`config.mk`:
```
export PLATFORM = sky130hd
export DESIGN_NAME = modbus_drive_command_framer_top_flat
export DESIGN_NICKNAME = d
export VERILOG_FILES = /design/src/rtl/mdcf_pkg.sv /design/src/rtl/mdcf_if.sv /design/src/rtl/mdcf_front.sv /design/src/rtl/mdcf_queue.sv /design/src/rtl/mdcf_back.sv /design/src/rtl/modbus_drive_command_framer_top.sv /design/src/flat_wrapper.sv
export SDC_FILE = /design/constraint.sdc
export NUM_CORES = 1
export LEC_CHECK = 0
export BUFFER_PORTS_ARGS = -buffer_cell sky130_fd_sc_hd__buf_2
export CORE_MARGIN = 5
export CORE_UTILIZATION = 35
export DETAILED_ROUTE_END_ITERATION = 8
export PLACE_DENSITY_LB_ADDON = 0.25
export SYNTH_ARGS = -nofsm -noshare
export SYNTH_HDL_FRONTEND = slang
export SYNTH_SLANG_ARGS = --single-unit
```
`constraint.sdc`:
```
create_clock -name clk -period 9.7 [get_ports clk]
set_input_delay 2.91 -clock clk [delete_from_list [all_inputs] [get_ports clk]]
set_output_delay 2.91 -clock clk [all_outputs]
set_load 0.02 [all_outputs]
```
`src/rtl/mdcf_pkg.sv`:
```
// Shared types, constants and CRC helper for the drive command framer.
// No dependencies; used by every module of the block.
package mdcf_pkg;

  // Configuration register indexes and reset values
  localparam logic [1:0]  CFG_STATION     = 2'd0;
  localparam logic [1:0]  CFG_SPEED_REG   = 2'd1;
  localparam logic [1:0]  CFG_COMMAND_REG = 2'd2;
  localparam int          CFG_INDEX_W     = 2;
  localparam int          CFG_DATA_W      = 16;
  localparam logic [7:0]  STATION_RESET   = 8'd1;
  localparam logic [15:0] SPEED_REG_RESET = 16'd258;
  localparam logic [15:0] CMD_REG_RESET   = 16'd257;

  // Frame constants
  localparam logic [7:0]  FUNC_WRITE_SINGLE = 8'h06;
  localparam logic [15:0] CRC_POLY          = 16'hA001;
  localparam logic [15:0] CRC_INIT          = 16'hFFFF;

  // Divide by 3: q = (x * 43691) >> 17, exact for 16-bit x
  localparam logic [16:0] DIV3_RECIP = 17'd43691;
  localparam int          DIV3_SHIFT = 17;

  // Frame queue depth between front and back
  localparam int QUEUE_DEPTH = 2;

  // One frame to be sent by the back end
  typedef struct packed {
    logic [7:0]  station;
    logic [15:0] reg_addr;
    logic [15:0] value;
    logic        last;
  } frame_t;

  // Feed one byte into a reflected CRC-16
  function automatic logic [15:0] crc_feed(input logic [15:0] crc, input logic [7:0] b);
    logic [15:0] c;
    c = crc ^ {8'h00, b};
    for (int k = 0; k < 8; k++) begin
      if (c[0]) begin
        c = (c >> 1) ^ CRC_POLY;
      end else begin
        c = c >> 1;
      end
    end
    return c;
  endfunction

endpackage

```
`src/rtl/mdcf_if.sv`:
```
// Valid/ready channel interfaces for commands, output bytes and config writes.
// Depends on mdcf_pkg for the config index and data widths.
interface mdcf_cmd_if;
  logic        valid;
  logic        ready;
  logic        action;
  logic        direction;
  logic [15:0] speed;
  modport source (output valid, action, direction, speed, input ready);
  modport sink (input valid, action, direction, speed, output ready);
endinterface

interface mdcf_byte_if;
  logic       valid;
  logic       ready;
  logic [7:0] tx_byte;
  logic       end_of_frame;
  logic       last;
  modport source (output valid, tx_byte, end_of_frame, last, input ready);
  modport sink (input valid, tx_byte, end_of_frame, last, output ready);
endinterface

interface mdcf_cfg_if;
  logic                           valid;
  logic                           ready;
  logic [mdcf_pkg::CFG_INDEX_W-1:0] index;
  logic [mdcf_pkg::CFG_DATA_W-1:0]  data;
  modport source (output valid, index, data, input ready);
  modport sink (input valid, index, data, output ready);
endinterface

```
`src/rtl/mdcf_front.sv`:
```
// Front end: holds config registers, accepts commands, scales the speed and
// pushes one or two frame descriptors into the queue. Depends on mdcf_pkg, mdcf_if.
module mdcf_front (
  input  logic             clk,
  input  logic             rst,
  mdcf_cmd_if.sink         cmd,
  mdcf_cfg_if.sink         cfg,
  output logic             push_valid,
  input  logic             push_ready,
  output mdcf_pkg::frame_t push_data
);

  localparam logic [1:0] ST_IDLE  = 2'd0;
  localparam logic [1:0] ST_SPEED = 2'd1;
  localparam logic [1:0] ST_CMD   = 2'd2;

  logic [1:0]  state;
  logic [1:0]  state_next;
  logic [7:0]  station;
  logic [15:0] speed_reg;
  logic [15:0] command_reg;
  logic        act;
  logic        dir;
  logic [15:0] spd;
  logic [15:0] scaled10;
  logic [32:0] product;
  logic [15:0] quotient;
  logic [1:0]  code;

  assign cmd.ready  = (state == ST_IDLE);
  assign cfg.ready  = 1'b1;
  assign push_valid = (state != ST_IDLE);

  // Speed scaling: wrap(speed * 10) / 3
  assign scaled10 = {spd[12:0], 3'b000} + {spd[14:0], 1'b0};
  assign product  = {17'd0, scaled10} * {16'd0, mdcf_pkg::DIV3_RECIP};
  assign quotient = product[mdcf_pkg::DIV3_SHIFT +: 16];

  // Run/stop code: bit 1 reverse, bit 0 running
  assign code = {dir, ~act};

  // Descriptor for the frame in progress
  always_comb begin
    push_data.station  = station;
    push_data.reg_addr = (state == ST_SPEED) ? speed_reg : command_reg;
    push_data.value    = (state == ST_SPEED) ? quotient : {14'd0, code};
    push_data.last     = (state == ST_CMD);
  end

  // Sequencer
  always_comb begin
    state_next = state;
    unique case (state)
      ST_IDLE: begin
        if (cmd.valid) begin
          state_next = cmd.action ? ST_CMD : ST_SPEED;
        end
      end
      ST_SPEED: begin
        if (push_ready) begin
          state_next = ST_CMD;
        end
      end
      ST_CMD: begin
        if (push_ready) begin
          state_next = ST_IDLE;
        end
      end
      default: state_next = ST_IDLE;
    endcase
  end

  always_ff @(posedge clk) begin
    if (rst) begin
      state       <= ST_IDLE;
      station     <= mdcf_pkg::STATION_RESET;
      speed_reg   <= mdcf_pkg::SPEED_REG_RESET;
      command_reg <= mdcf_pkg::CMD_REG_RESET;
    end else begin
      state <= state_next;
      // Config writes; unknown indexes are dropped
      if (cfg.valid) begin
        case (cfg.index)
          mdcf_pkg::CFG_STATION:     station     <= cfg.data[7:0];
          mdcf_pkg::CFG_SPEED_REG:   speed_reg   <= cfg.data;
          mdcf_pkg::CFG_COMMAND_REG: command_reg <= cfg.data;
          default: ;
        endcase
      end
    end
  end

  // Command payload capture
  always_ff @(posedge clk) begin
    if (cmd.valid && cmd.ready) begin
      act <= cmd.action;
      dir <= cmd.direction;
      spd <= cmd.speed;
    end
  end

endmodule

```
`src/rtl/mdcf_queue.sv`:
```
// Small show-ahead queue of frame descriptors between front and back ends.
// Depends on mdcf_pkg for the descriptor type.
module mdcf_queue #(
  parameter int DEPTH = mdcf_pkg::QUEUE_DEPTH
) (
  input  logic             clk,
  input  logic             rst,
  input  logic             push_valid,
  output logic             push_ready,
  input  mdcf_pkg::frame_t push_data,
  output logic             pop_valid,
  input  logic             pop,
  output mdcf_pkg::frame_t pop_data
);

  localparam int PTR_W = (DEPTH > 1) ? $clog2(DEPTH) : 1;
  localparam int CNT_W = $clog2(DEPTH + 1);
  localparam logic [PTR_W-1:0] PTR_LAST = PTR_W'(DEPTH - 1);
  localparam logic [CNT_W-1:0] CNT_FULL = CNT_W'(DEPTH);

  mdcf_pkg::frame_t entries [DEPTH];
  logic [PTR_W-1:0] wr_ptr;
  logic [PTR_W-1:0] rd_ptr;
  logic [CNT_W-1:0] count;
  logic             do_push;
  logic             do_pop;

  assign push_ready = (count != CNT_FULL);
  assign pop_valid  = (count != '0);
  assign pop_data   = entries[rd_ptr];
  assign do_push    = push_valid && push_ready;
  assign do_pop     = pop && pop_valid;

  // Pointers and fill count
  always_ff @(posedge clk) begin
    if (rst) begin
      wr_ptr <= '0;
      rd_ptr <= '0;
      count  <= '0;
    end else begin
      if (do_push) begin
        wr_ptr <= (wr_ptr == PTR_LAST) ? '0 : wr_ptr + 1'b1;
      end
      if (do_pop) begin
        rd_ptr <= (rd_ptr == PTR_LAST) ? '0 : rd_ptr + 1'b1;
      end
      if (do_push && !do_pop) begin
        count <= count + 1'b1;
      end else if (do_pop && !do_push) begin
        count <= count - 1'b1;
      end
    end
  end

  // Storage
  always_ff @(posedge clk) begin
    if (do_push) begin
      entries[wr_ptr] <= push_data;
    end
  end

endmodule

```
`src/rtl/mdcf_back.sv`:
```
// Back end: serializes one frame descriptor into eight bytes with CRC-16,
// one byte per beat through an output register. Depends on mdcf_pkg, mdcf_if.
module mdcf_back (
  input  logic             clk,
  input  logic             rst,
  input  logic             frame_valid,
  input  mdcf_pkg::frame_t frame,
  output logic             frame_pop,
  mdcf_byte_if.source      tx
);

  localparam logic [2:0] POS_CRC_LO = 3'd6;
  localparam logic [2:0] POS_CRC_HI = 3'd7;

  logic [2:0]  pos;
  logic [15:0] crc;
  logic        out_valid;
  logic [7:0]  out_byte;
  logic        out_eof;
  logic        out_last;
  logic        load;
  logic [7:0]  next_byte;

  assign load      = frame_valid && (!out_valid || tx.ready);
  assign frame_pop = load && (pos == POS_CRC_HI);

  assign tx.valid        = out_valid;
  assign tx.tx_byte      = out_byte;
  assign tx.end_of_frame = out_eof;
  assign tx.last         = out_last;

  // Byte selection by position in the frame
  always_comb begin
    unique case (pos)
      3'd0:       next_byte = frame.station;
      3'd1:       next_byte = mdcf_pkg::FUNC_WRITE_SINGLE;
      3'd2:       next_byte = frame.reg_addr[15:8];
      3'd3:       next_byte = frame.reg_addr[7:0];
      3'd4:       next_byte = frame.value[15:8];
      3'd5:       next_byte = frame.value[7:0];
      POS_CRC_LO: next_byte = crc[7:0];
      POS_CRC_HI: next_byte = crc[15:8];
      default:    next_byte = crc[15:8];
    endcase
  end

  // Position, CRC and output valid
  always_ff @(posedge clk) begin
    if (rst) begin
      pos       <= '0;
      crc       <= mdcf_pkg::CRC_INIT;
      out_valid <= 1'b0;
    end else begin
      if (load) begin
        out_valid <= 1'b1;
        pos       <= pos + 1'b1;
        if (pos == POS_CRC_HI) begin
          crc <= mdcf_pkg::CRC_INIT;
        end else if (pos != POS_CRC_LO) begin
          crc <= mdcf_pkg::crc_feed(crc, next_byte);
        end
      end else if (tx.ready) begin
        out_valid <= 1'b0;
      end
    end
  end

  // Output payload register
  always_ff @(posedge clk) begin
    if (load) begin
      out_byte <= next_byte;
      out_eof  <= (pos == POS_CRC_HI);
      out_last <= (pos == POS_CRC_HI) && frame.last;
    end
  end

endmodule

```
`src/rtl/modbus_drive_command_framer_top.sv`:
```
// Modbus RTU drive command framer: top level wiring front, queue and back.
// Depends on mdcf_pkg, mdcf_if, mdcf_front, mdcf_queue, mdcf_back.
//
// Each accepted command becomes Modbus function-6 frames, one byte per beat:
// a run command gives 16 bytes (scaled speed frame, then run code frame), a
// stop command gives 8 bytes (stop code frame). The serializer in the back end
// sends one byte per cycle while the output is taken; the front end accepts the
// next command once it has queued the frames of the current one, so it overlaps
// the sending of earlier frames. end_of_frame marks each second CRC byte and last
// marks the final byte of a command. Config writes are always accepted and must
// be done while no command is in flight.
module modbus_drive_command_framer_top #(
  parameter int QUEUE_DEPTH = mdcf_pkg::QUEUE_DEPTH
) (
  input  logic        clk,
  input  logic        rst,
  mdcf_cmd_if.sink    cmd,
  mdcf_cfg_if.sink    cfg,
  mdcf_byte_if.source tx
);

  logic             push_valid;
  logic             push_ready;
  mdcf_pkg::frame_t push_data;
  logic             frame_valid;
  logic             frame_pop;
  mdcf_pkg::frame_t frame;

  mdcf_front u_front (
    .clk        (clk),
    .rst        (rst),
    .cmd        (cmd),
    .cfg        (cfg),
    .push_valid (push_valid),
    .push_ready (push_ready),
    .push_data  (push_data)
  );

  mdcf_queue #(
    .DEPTH (QUEUE_DEPTH)
  ) u_queue (
    .clk        (clk),
    .rst        (rst),
    .push_valid (push_valid),
    .push_ready (push_ready),
    .push_data  (push_data),
    .pop_valid  (frame_valid),
    .pop        (frame_pop),
    .pop_data   (frame)
  );

  mdcf_back u_back (
    .clk         (clk),
    .rst         (rst),
    .frame_valid (frame_valid),
    .frame       (frame),
    .frame_pop   (frame_pop),
    .tx          (tx)
  );

endmodule

```
`src/flat_wrapper.sv`:
```
// flat-port wrapper written by rule: the top's interface ports become plain ports
module modbus_drive_command_framer_top_flat 
#(
  parameter int QUEUE_DEPTH = mdcf_pkg::QUEUE_DEPTH
)
  (clk, rst, cmd_valid, cmd_action, cmd_direction, cmd_speed, cmd_ready, cfg_valid, cfg_index, cfg_data, cfg_ready, tx_valid, tx_tx_byte, tx_end_of_frame, tx_last, tx_ready);
  mdcf_cmd_if cmd_i ();
  mdcf_cfg_if cfg_i ();
  mdcf_byte_if tx_i ();
  input  logic clk;
  input  logic rst;
  input wire logic [$bits(cmd_i.valid)-1:0] cmd_valid;
  input wire logic [$bits(cmd_i.action)-1:0] cmd_action;
  input wire logic [$bits(cmd_i.direction)-1:0] cmd_direction;
  input wire logic [$bits(cmd_i.speed)-1:0] cmd_speed;
  output wire logic [$bits(cmd_i.ready)-1:0] cmd_ready;
  input wire logic [$bits(cfg_i.valid)-1:0] cfg_valid;
  input wire logic [$bits(cfg_i.index)-1:0] cfg_index;
  input wire logic [$bits(cfg_i.data)-1:0] cfg_data;
  output wire logic [$bits(cfg_i.ready)-1:0] cfg_ready;
  output wire logic [$bits(tx_i.valid)-1:0] tx_valid;
  output wire logic [$bits(tx_i.tx_byte)-1:0] tx_tx_byte;
  output wire logic [$bits(tx_i.end_of_frame)-1:0] tx_end_of_frame;
  output wire logic [$bits(tx_i.last)-1:0] tx_last;
  input wire logic [$bits(tx_i.ready)-1:0] tx_ready;
  assign cmd_i.valid = cmd_valid;
  assign cmd_i.action = cmd_action;
  assign cmd_i.direction = cmd_direction;
  assign cmd_i.speed = cmd_speed;
  assign cmd_ready = cmd_i.ready;
  assign cfg_i.valid = cfg_valid;
  assign cfg_i.index = cfg_index;
  assign cfg_i.data = cfg_data;
  assign cfg_ready = cfg_i.ready;
  assign tx_valid = tx_i.valid;
  assign tx_tx_byte = tx_i.tx_byte;
  assign tx_end_of_frame = tx_i.end_of_frame;
  assign tx_last = tx_i.last;
  assign tx_i.ready = tx_ready;
  modbus_drive_command_framer_top #(.QUEUE_DEPTH(QUEUE_DEPTH)) u_core (.clk(clk), .rst(rst), .cmd(cmd_i), .cfg(cfg_i), .tx(tx_i));
endmodule
```
After elaboration in Yosys (flattened, before gate mapping)
Memories as Yosys holds them, arrays and structs flattened. A register that Yosys moved wholly into a read port is not among the register bits.
Cells that the tools add are included.

storage, ports and cells
  register bits = 93
  memory bits (writable) = 80
  bits of input ports = 41
  output and inout port bits = 13
  word-level logic and storage cells = 131
  memories kept = 1

operators by class
  add/sub/neg operators = 6
  multiply operators = 1
  equal/unequal tests = 16
  muxes and demuxes = 56
  bitwise gates (word level) = 10
  reductions and logical operators = 25

memories
  name                    words  width  read ports  clocked after Yosys merged registers in  write ports  RTL line          source
  u_core.u_queue.entries  2      40     1           1                                        1            mdcf_queue.sv:21  mdcf_pkg::frame_t entries [DEPTH];

operators by type and width
  operator                                                                count
  16-bit two-way mux                                                      39
  8-bit one-hot mux with 8 select lines                                   1
  16-bit by 16-bit multiplier with 32-bit output (second input constant)  1
  2-bit NOT with 3-bit output                                             8
  16-bit adder                                                            1
  16-bit by 8-bit bitwise XOR with 16-bit output                          1
  15-bit two-way mux                                                      1
  3-bit equality test (second input constant)                             4
  2-bit two-way mux                                                       6
  2-bit nonzero test                                                      5
  1-bit logical AND                                                       8
  1-bit two-way mux                                                       8
  2-bit inequality test (second input constant)                           4
  2-bit AND reduction                                                     4
  3-bit by 2-bit equality test with 1-bit output (second input constant)  2
  2-bit one-hot mux with 3 select lines                                   1
  2-bit by 1-bit equality test with 1-bit output (second input constant)  2
  2-bit equality test (second input constant)                             2
  2-bit logical NOT                                                       2
  3-bit by 1-bit adder with 3-bit output (second input constant)          1
  3-bit by 1-bit equality test with 1-bit output (second input constant)  1
  1-bit logical NOT                                                       3
  3-bit logical NOT                                                       1
  3-bit inequality test (second input constant)                           1
  6 further kinds                                                         7

Depth between registers and ports, before layout
Gate-level depths: netlist of run 1.

  word-level depth = 49
  gate-level depth with buffers = 33
  gate-level depth less buffers = 33

Cells and area by module
A second synthesis of run 1 with hierarchy kept.

unflattened totals
  cell total of the unflattened synthesis = 1160
  area, all modules = 12384.4 µm²

by module, submodules not included
  module      times used  cells each  area an instance (µm²)  sequential area each (µm²)
  mdcf_front  1           822         7298.2                  1351.3
  mdcf_queue  1           152         3171.8                  2562.5
  mdcf_back   1           186         1914.3                  700.7

Worst setup path after synthesis of run 1
No wires, ideal clock.

  path kind = flip-flop to flip-flop
  start = register u_core.u_front.spd[0]
  end = memory u_core.u_queue.entries[0][14] (netlist name), data pin
  setup time = 266 ps
  arrival time = 7655 ps
  required time = 9434 ps
  slack = 1779 ps
  stages on the path, launching flop included = 34
  path buffers = 0
  clock period less this slack = 7921 ps
  path through = edfxtp_1 > ha_1 > inv_1 > fa_1 > nor2b_1 > o21ai_0 > a21boi_1 > o21ai_0 > nand2b_1 > a21o_1 > a21o_1 > a31oi_1 > a21oi_1 > xnor2_1 > ha_1 > ha_1 > inv_1 > fa_1 > inv_1 > fa_1 > fa_1 > inv_1 > fa_1 > inv_1 > ha_1 > nand3_1 > o22ai_1 > o21a_1 > a311o_1 > a31oi_1 > o211ai_1 > a41oi_1 > o21bai_1 > mux2i_1

RTL lines
  what                    RTL line          source
  from (decl)             mdcf_front.sv:24  logic [15:0] spd;
  from (signal assigned)  mdcf_front.sv:98  spd <= cmd.speed;
  to (decl)               mdcf_queue.sv:21

==> results of run 1 <==
synthesized netlist by cell type, types with 3 or more instances:
library cell | number | area, um2
inv_1 | 155 | 581.8
nand2_1 | 154 | 578.1
ha_1 | 141 | 1764
edfxtp_1 | 107 | 3213
fa_1 | 76 | 1521
dfxtp_1 | 67 | 1341
a21oi_1 | 53 | 265.3
nor2_1 | 35 | 131.4
xnor2_1 | 33 | 289.0
clkbuf_1 | 26 | 97.59
mux2i_1 | 23 | 230.2
nor2b_1 | 15 | 93.84
o21ai_0 | 13 | 65.06
xor2_1 | 13 | 113.9
nand3_1 | 11 | 55.05
nand2b_1 | 10 | 62.56
a211oi_1 | 9 | 67.56
o22ai_1 | 9 | 56.30
a21o_1 | 8 | 60.06
a222oi_1 | 8 | 80.08
and2_1 | 8 | 50.05
nand3b_1 | 8 | 60.06
nor3_1 | 8 | 40.04
o211ai_1 | 8 | 60.06
mux2_1 | 7 | 78.83
mux2_2 | 7 | 78.83
a22oi_1 | 5 | 37.54
a31oi_1 | 5 | 31.28
and3_1 | 5 | 31.28
buf_6 | 5 | 56.30
a221oi_1 | 4 | 35.03
o21a_1 | 4 | 30.03
o21ai_1 | 3 | 15.01
o21bai_1 | 3 | 22.52
or3_1 | 3 | 18.77
through the flow:
step	setup slack, ns	util [%]	instances	hold slack (ns)	area (um2)
after floorplan	1.779	-	1085	0.4178	11630
after global placement	0.9966	37.75	1552	0.4380	12350
after detailed placement	0.9466	37.75	1552	0.4423	12350
after CTS	0.9028	39.57	1584	0.4557	12940
after global routing	0.2681	39.57	1584	0.4706	12940
final	1.012	39.57	1584	0.4531	12940
worst min-delay path: stages (launching register included):
cell and delay [ns]:
dfxtp_1 0.31, nand2_1 0.05, a21oi_1 0.05
final cells by class:
type                            instances  share of cell area (%)
Tap cell                              442                   4.274
Clock buffer                           18                   3.481
Clock inverter                         14                   1.102
Inverter                              155                   4.497
Timing Repair Buffer                   60                   2.495
Sequential cell                       174                   35.21
Multi-Input combinational cell        721                   48.94
kinds of logic after synthesis:
group,synth area share (%)
adder cells (fa/ha/maj),28.24
multiplexers,3.592
other,0.03223
flip-flops,39.15
AND/OR/NAND/NOR,10.08
AO/OA/AOI/OAI,8.669
buffers and inverters,6.496
XOR/XNOR,3.743
worst paths after layout:
check,from,endpoint,cells after the start
max,u_core.u_front.spd[0],u_core.u_queue.entries[1][14],33
min,u_core.u_front.speed_reg[5],u_core.u_front.speed_reg[5],2
max reg2reg,u_core.u_front.spd[0],u_core.u_queue.entries[1][14],33
min reg2reg,u_core.u_front.speed_reg[5],u_core.u_front.speed_reg[5],2
metal layers:
| layer | wire, um | vias up | GRT usage (%) |
|---|---|---|---|
| li1 | - | 3772 | - |
| met1 | 12160 | 3655 | 19.96 |
| met2 | 11120 | 108 | 22.18 |
| met3 | 753 | 24 | 2.315 |
| met4 | 312 | 0 | 3.401 |
| met5 | 0 | - | 0 |
==> run_results.csv, run 1 <==
group,metric,value,unit
setup_path,worstPathArrival,8.86,ns
logic_synthesis,syn_area,11630,um2
clock_network,cts_setup_buffers,0,
sta,clock_skew,0.006275,ns
floorplan,die_x,192.3,um
global_route,grt_pass1_wl,40.52,mm
clock_network,ctsRootBufferMaster,"clkbuf_16",
clock_network,holdBufCountCts,0,
routing,first_pass_iters,6,
finish,n_fill_cell,3241,
sta,setup_tns,0,ns
logic_synthesis,avgSynthCellArea,10.72,um2
routing,ant_nets,0,
finish,largest_reg_flops,80,
finish,diodes,0,
global_route,antenna_found_initial,0,
placement,io_buffers,51,
logic_synthesis,synth_cells,1085,
sta,min_period_over_period,89.57,%
routing,route.vias.total,7559,
finish,regMostFlops,"u_core.u_queue.entries",
sta,rsz0062_at_grt,"false",
sta,period_needed,8.688,ns
clock_network,worstSkewPairLatency,0.43,ns
logic_synthesis,synth_edf_count,107,
clock_network,path_clk_slew,0.07,ns
global_route,overflow,0,
setup_path,crit_path_start_kind,"flop",
global_route,grt_max_degree,57,
setup_path,reg2reg_slack,1.01,ns
setup_path,setup.worst_path.end_class,"flop",
finish,fin_nets,1387,
finish,regArea,4556,um2
routing,drc,0,
setup_path,crit_family,"adder cells",
placement,gp_congestion,0.8342,
routing,wire_per_inst,15.37,um
run_status,status,"completed",
floorplan,num_io_pins,54,
global_route,grt_use_total,13.95,%
logic_synthesis,synth_nets,1343,
floorplan,die_y,192.3,um
setup_path,path_buf_inv,5,
logic_synthesis,ys_types,61,
clock_network,cts_num_sinks,174,
floorplan,rows,66,
routing,drt-total-wl,24.34,mm
clock_network,htree_levels,4,
logic_synthesis,ys_warn_count,0,
sta,drv_slew,0,
clock_network,clockBufferDepth,2,
finish,drive_gt1_share,9.457,%
global_route,grt_pass1_vias,7794,
setup_path,critPathMaxStageDelay,0.55,ns
finish,multiInputGateArea,6332,um2
logic_synthesis,seq_area_frac_synth,39.15,%
floorplan,placeableCoreArea,32700,um2
floorplan,start_util,35.58,%
sta,worst_pin_slew,1.029,ns
finish,syn2layout_area_growth,11.22,%
logic_synthesis,ys_ff_latch,174,
clock_network,numCtsBuffers,17,
finish,layout.cells.most_common,"inv_1",
setup_path,critical_path_required,9.87,ns
logic_synthesis,async_reset_ff_share,0,%
sta,setup_violations,0,
sta,hold_viol,0,
worst_hold_path,hold_path.class,"flop to flop",
floorplan,die_area,36990,um2
logic_synthesis,synthFlopType,"edfxtp_1",
routing,via_per_inst,4.772,
sta,fmax,0.1151,GHz
clock_network,cts_resized,0,
setup_path,worstSetupPathType,"flop to flop",
setup_path,crit_slowest_cell,"xnor2_1",
finish,final_cell_mix,"inv_1 (155), nand2_1 (154), ha_1 (141)",
routing,initialDrtViolationCount,493,
clock_network,cts_tree,"done",
setup_path,path_max_fanout,7,
sta,slew_headroom,31.40,%
placement,hpwl,18.63,mm
job,drv_cap,0,
Power of run 1 is not shown: default switching activity piles up to over one toggle a cycle in this logic, so the estimate is an artifact.
==> inputs of run 2 (changes only) <==
--- a/config.mk
+++ b/config.mk
@@ -5,11 +5,13 @@
 export SDC_FILE = /design/constraint.sdc
 export NUM_CORES = 1
 export LEC_CHECK = 0
+export ABC_AREA = 1
 export BUFFER_PORTS_ARGS = -buffer_cell sky130_fd_sc_hd__buf_2
 export CORE_MARGIN = 5
 export CORE_UTILIZATION = 35
 export DETAILED_ROUTE_END_ITERATION = 8
 export PLACE_DENSITY_LB_ADDON = 0.25
+export REMOVE_ABC_BUFFERS = 1
 export SYNTH_ARGS = -nofsm -noshare
 export SYNTH_HDL_FRONTEND = slang
 export SYNTH_SLANG_ARGS = --single-unit
==> run_results.csv, run 2 <==
group,metric,value,unit
sta,fmax,0.1244,GHz
routing,first_pass_iters,5,
setup_path,worstPathArrival,8.23,ns
logic_synthesis,async_reset_ff_share,0,%
logic_synthesis,synth_top_area_share,25.80,%
clock_network,cts_tree,"done",
floorplan,die_area,39460,um2
logic_synthesis,synth_edf_count,107,
setup_path,crit_path_start_kind,"flop",
global_route,grt_pass1_wl,47.96,mm
global_route,met1_usage,21.94,%
setup_path,timing.rr.end,"u_core.u_queue.entries[0][11]",
floorplan,placeableCoreArea,35310,um2
global_route,grt_max_degree,47,
clock_network,clockBufferDepth,2,
finish,largest_reg_flops,80,
floorplan,num_io_pins,54,
logic_synthesis,ys_top_cells_by_area,"edfxtp_1 (26%), ha_1 (14%), fa_1 (12%)",
sta,worst_pin_slew,1.165,ns
finish,final_cell_mix,"inv_1 (261), nand2_1 (245), ha_1 (141)",
logic_synthesis,ys_ff_latch,174,
sta,period_needed,8.039,ns
setup_path,reg2reg_slack,1.66,ns
global_route,use_met2,24.16,%
finish,n_fill_cell,3568,
routing,via_per_inst,4.732,
finish,diodes,0,
sta,finalHoldWorstSlack,0.4484,ns
logic_synthesis,avgSynthCellArea,8.827,um2
global_route,use_met3,3.066,%
setup_path,crit_end,"u_core.u_queue.entries[0][11]",
run_status,status,"completed",
clock_network,htree_levels,4,
setup_path,crit_top_cell,"fa_1",
setup_path,reg2reg_depth,26,
logic_synthesis,synth_xor_area_share,1.617,%
logic_synthesis,synthMuxAreaShare,0.08037,%
clock_network,cts_resized,0,
routing,route.vias.total,9162,
logic_synthesis,ys_types,42,
global_route,grt_busiest_layer,"met2",
routing,drt-total-wl,28.84,mm
logic_synthesis,synth.most_common_cell,"inv_1",
logic_synthesis,synthSimpleGateAreaFrac,15.57,%
routing,wire_per_inst,14.89,um
setup_path,r2r_start,"u_core.u_front.spd[0]",
finish,drive_gt1_share,8.475,%
setup_path,crit_start,"u_core.u_front.spd[0]",
sta,clock_skew,0.01355,ns
worst_hold_path,hold_path.class,"flop to flop",
floorplan,die_y,198.6,um
logic_synthesis,synth_top_cell_by_area,"edfxtp_1",
sta,min_period_over_period,82.87,%
setup_path,crit_slowest_cell,"o21ai_0",
logic_synthesis,synth_cells,1411,
sta,setup_violations,0,
global_route,overflow,0,
logic_synthesis,synthFlopType,"edfxtp_1",
finish,regMostFlops,"u_core.u_queue.entries",
floorplan,rows,69,
setup_path,setup.worst_path.end_class,"flop",
logic_synthesis,synth-adder-area-share,26.38,%
sta,rsz0062_at_grt,"false",
clock_network,holdBufCountCts,0,
floorplan,die_x,198.6,um
logic_synthesis,synthTopCellsByCount,"inv_1 (261), nand2_1 (245), ha_1 (141), nor2_1 (111), o21ai_0 (109)",
clock_network,ctsRootBufferMaster,"clkbuf_16",
finish,syn2layout_area_growth,10.61,%
floorplan,start_util,35.27,%
logic_synthesis,syn_area,12450,um2
job,drv_cap,0,
clock_network,cts_num_sinks,174,
clock_network,worstSkewPairLatency,0.45,ns
placement,hpwl,22.17,mm
sta,setup_tns,0,ns
sta,hold_viol,0,
sta,drv_slew,0,
finish,fin_nets,1720,
global_route,grt_pass1_vias,9169,
placement,io_buffers,51,
clock_network,numCtsBuffers,17,
setup_path,worstSetupPathType,"flop to flop",
logic_synthesis,synth_top_family_by_area,"adder cells",
finish,layout.cells.most_common,"inv_1",
global_route,antenna_found_initial,0,
clock_network,path_clk_slew,0.08,ns
logic_synthesis,ys_warn_count,0,
logic_synthesis,seq_area_frac_synth,36.57,%
global_route,grt_use_total,15.31,%
logic_synthesis,synth_compound_area_share,10.33,%
routing,ant_nets,0,
routing,initialDrtViolationCount,568,
setup_path,path_max_fanout,7,
placement,gp_congestion,0.8698,
routing,drc,0,
sta,slew_headroom,22.05,%
setup_path,critical_path_required,9.89,ns
setup_path,critPathMaxStageDelay,0.61,ns
clock_network,cts_setup_buffers,0,
[run 2: cell count changes after synthesis, sizes merged, moves of 9 or more]
cell    change
mux2i      -22
inv       +109
o21ai      +98
a21oi      +35
a211oi      -9
xnor2      -29
nor2       +79
mux2       -16
nor2b      -15
nand2b     -10
nand3      +51
clkbuf     -10
nand2     +113
[run 2: stage by stage]
step	setup WS, ns	instances	util (%)	cell area [um2]
2_1_floorplan	2.895	1383	-	12280
3_3_place_gp	1.747	1904	37.39	13200
3_5_place_dp	1.671	1904	37.39	13200
4_1_cts	1.643	1936	39.01	13780
5_1_grt	0.9849	1936	39.01	13780
6_report	1.661	1936	39.01	13780
[run 2: kinds of logic (layout without fill, tap and decap cells)]
kind of cell / after synthesis / count (layout)
simple gates: 465 / 465
buf+inv: 293 / 357
compound gates: 237 / 237
fa+ha+maj: 217 / 217
flops: 174 / 174
xor+xnor: 23 / 23
other cells: 1 / 1
mux: 1 / 1
[run 2: worst min path at each step]
stage	cells past startpoint	slack, ns	end	startpoint
floorplan	0	0.42	u_core.u_queue.entries[0][33]	u_core.u_front.station[1]
global placement	0	0.43	u_core.u_queue.entries[0][35]	u_core.u_front.station[3]
detailed placement	0	0.44	u_core.u_queue.entries[1][38]	u_core.u_front.station[6]
CTS	2	0.45	u_core.u_front.speed_reg[7]	u_core.u_front.speed_reg[7]
global route	0	0.47	u_core.u_queue.entries[1][39]	u_core.u_front.station[7]
finish	2	0.45	u_core.u_front.speed_reg[7]	u_core.u_front.speed_reg[7]
[run 2: worst max-delay path: cells and delay by family (launching register included)]
kind / cells / cell delay (ns)
adder cells (fa/ha/maj): 9 / 3.86
buffers and inverters: 3 / 0.17
XOR/XNOR: 2 / 0.77
flip-flops: 1 / 0.54
AND/OR/NAND/NOR: 7 / 0.84
AO/OA/AOI/OAI: 5 / 1.61
[run 2: cell type report]
class	instances	area (um2)	share of cell area (%)
timing repair buffer	60	322.8	2.343
tap	461	576.8	4.187
clock buffer	18	429.2	3.115
multi-input combinational	944	6746	48.97
inverter	265	1002	7.275
sequential	174	4554	33.06
clock inverter	14	143.9	1.045
[run 2: routing by layer]
layer,share of wire [%],routed length (um),vias to the layer above
met5,0,0,-
li1,-,-,4695
met3,4.3,1254,20
met4,1.0,298,0
met1,49,14220,4284
met2,45,13060,163
Power of run 2 is left out for the same reason.
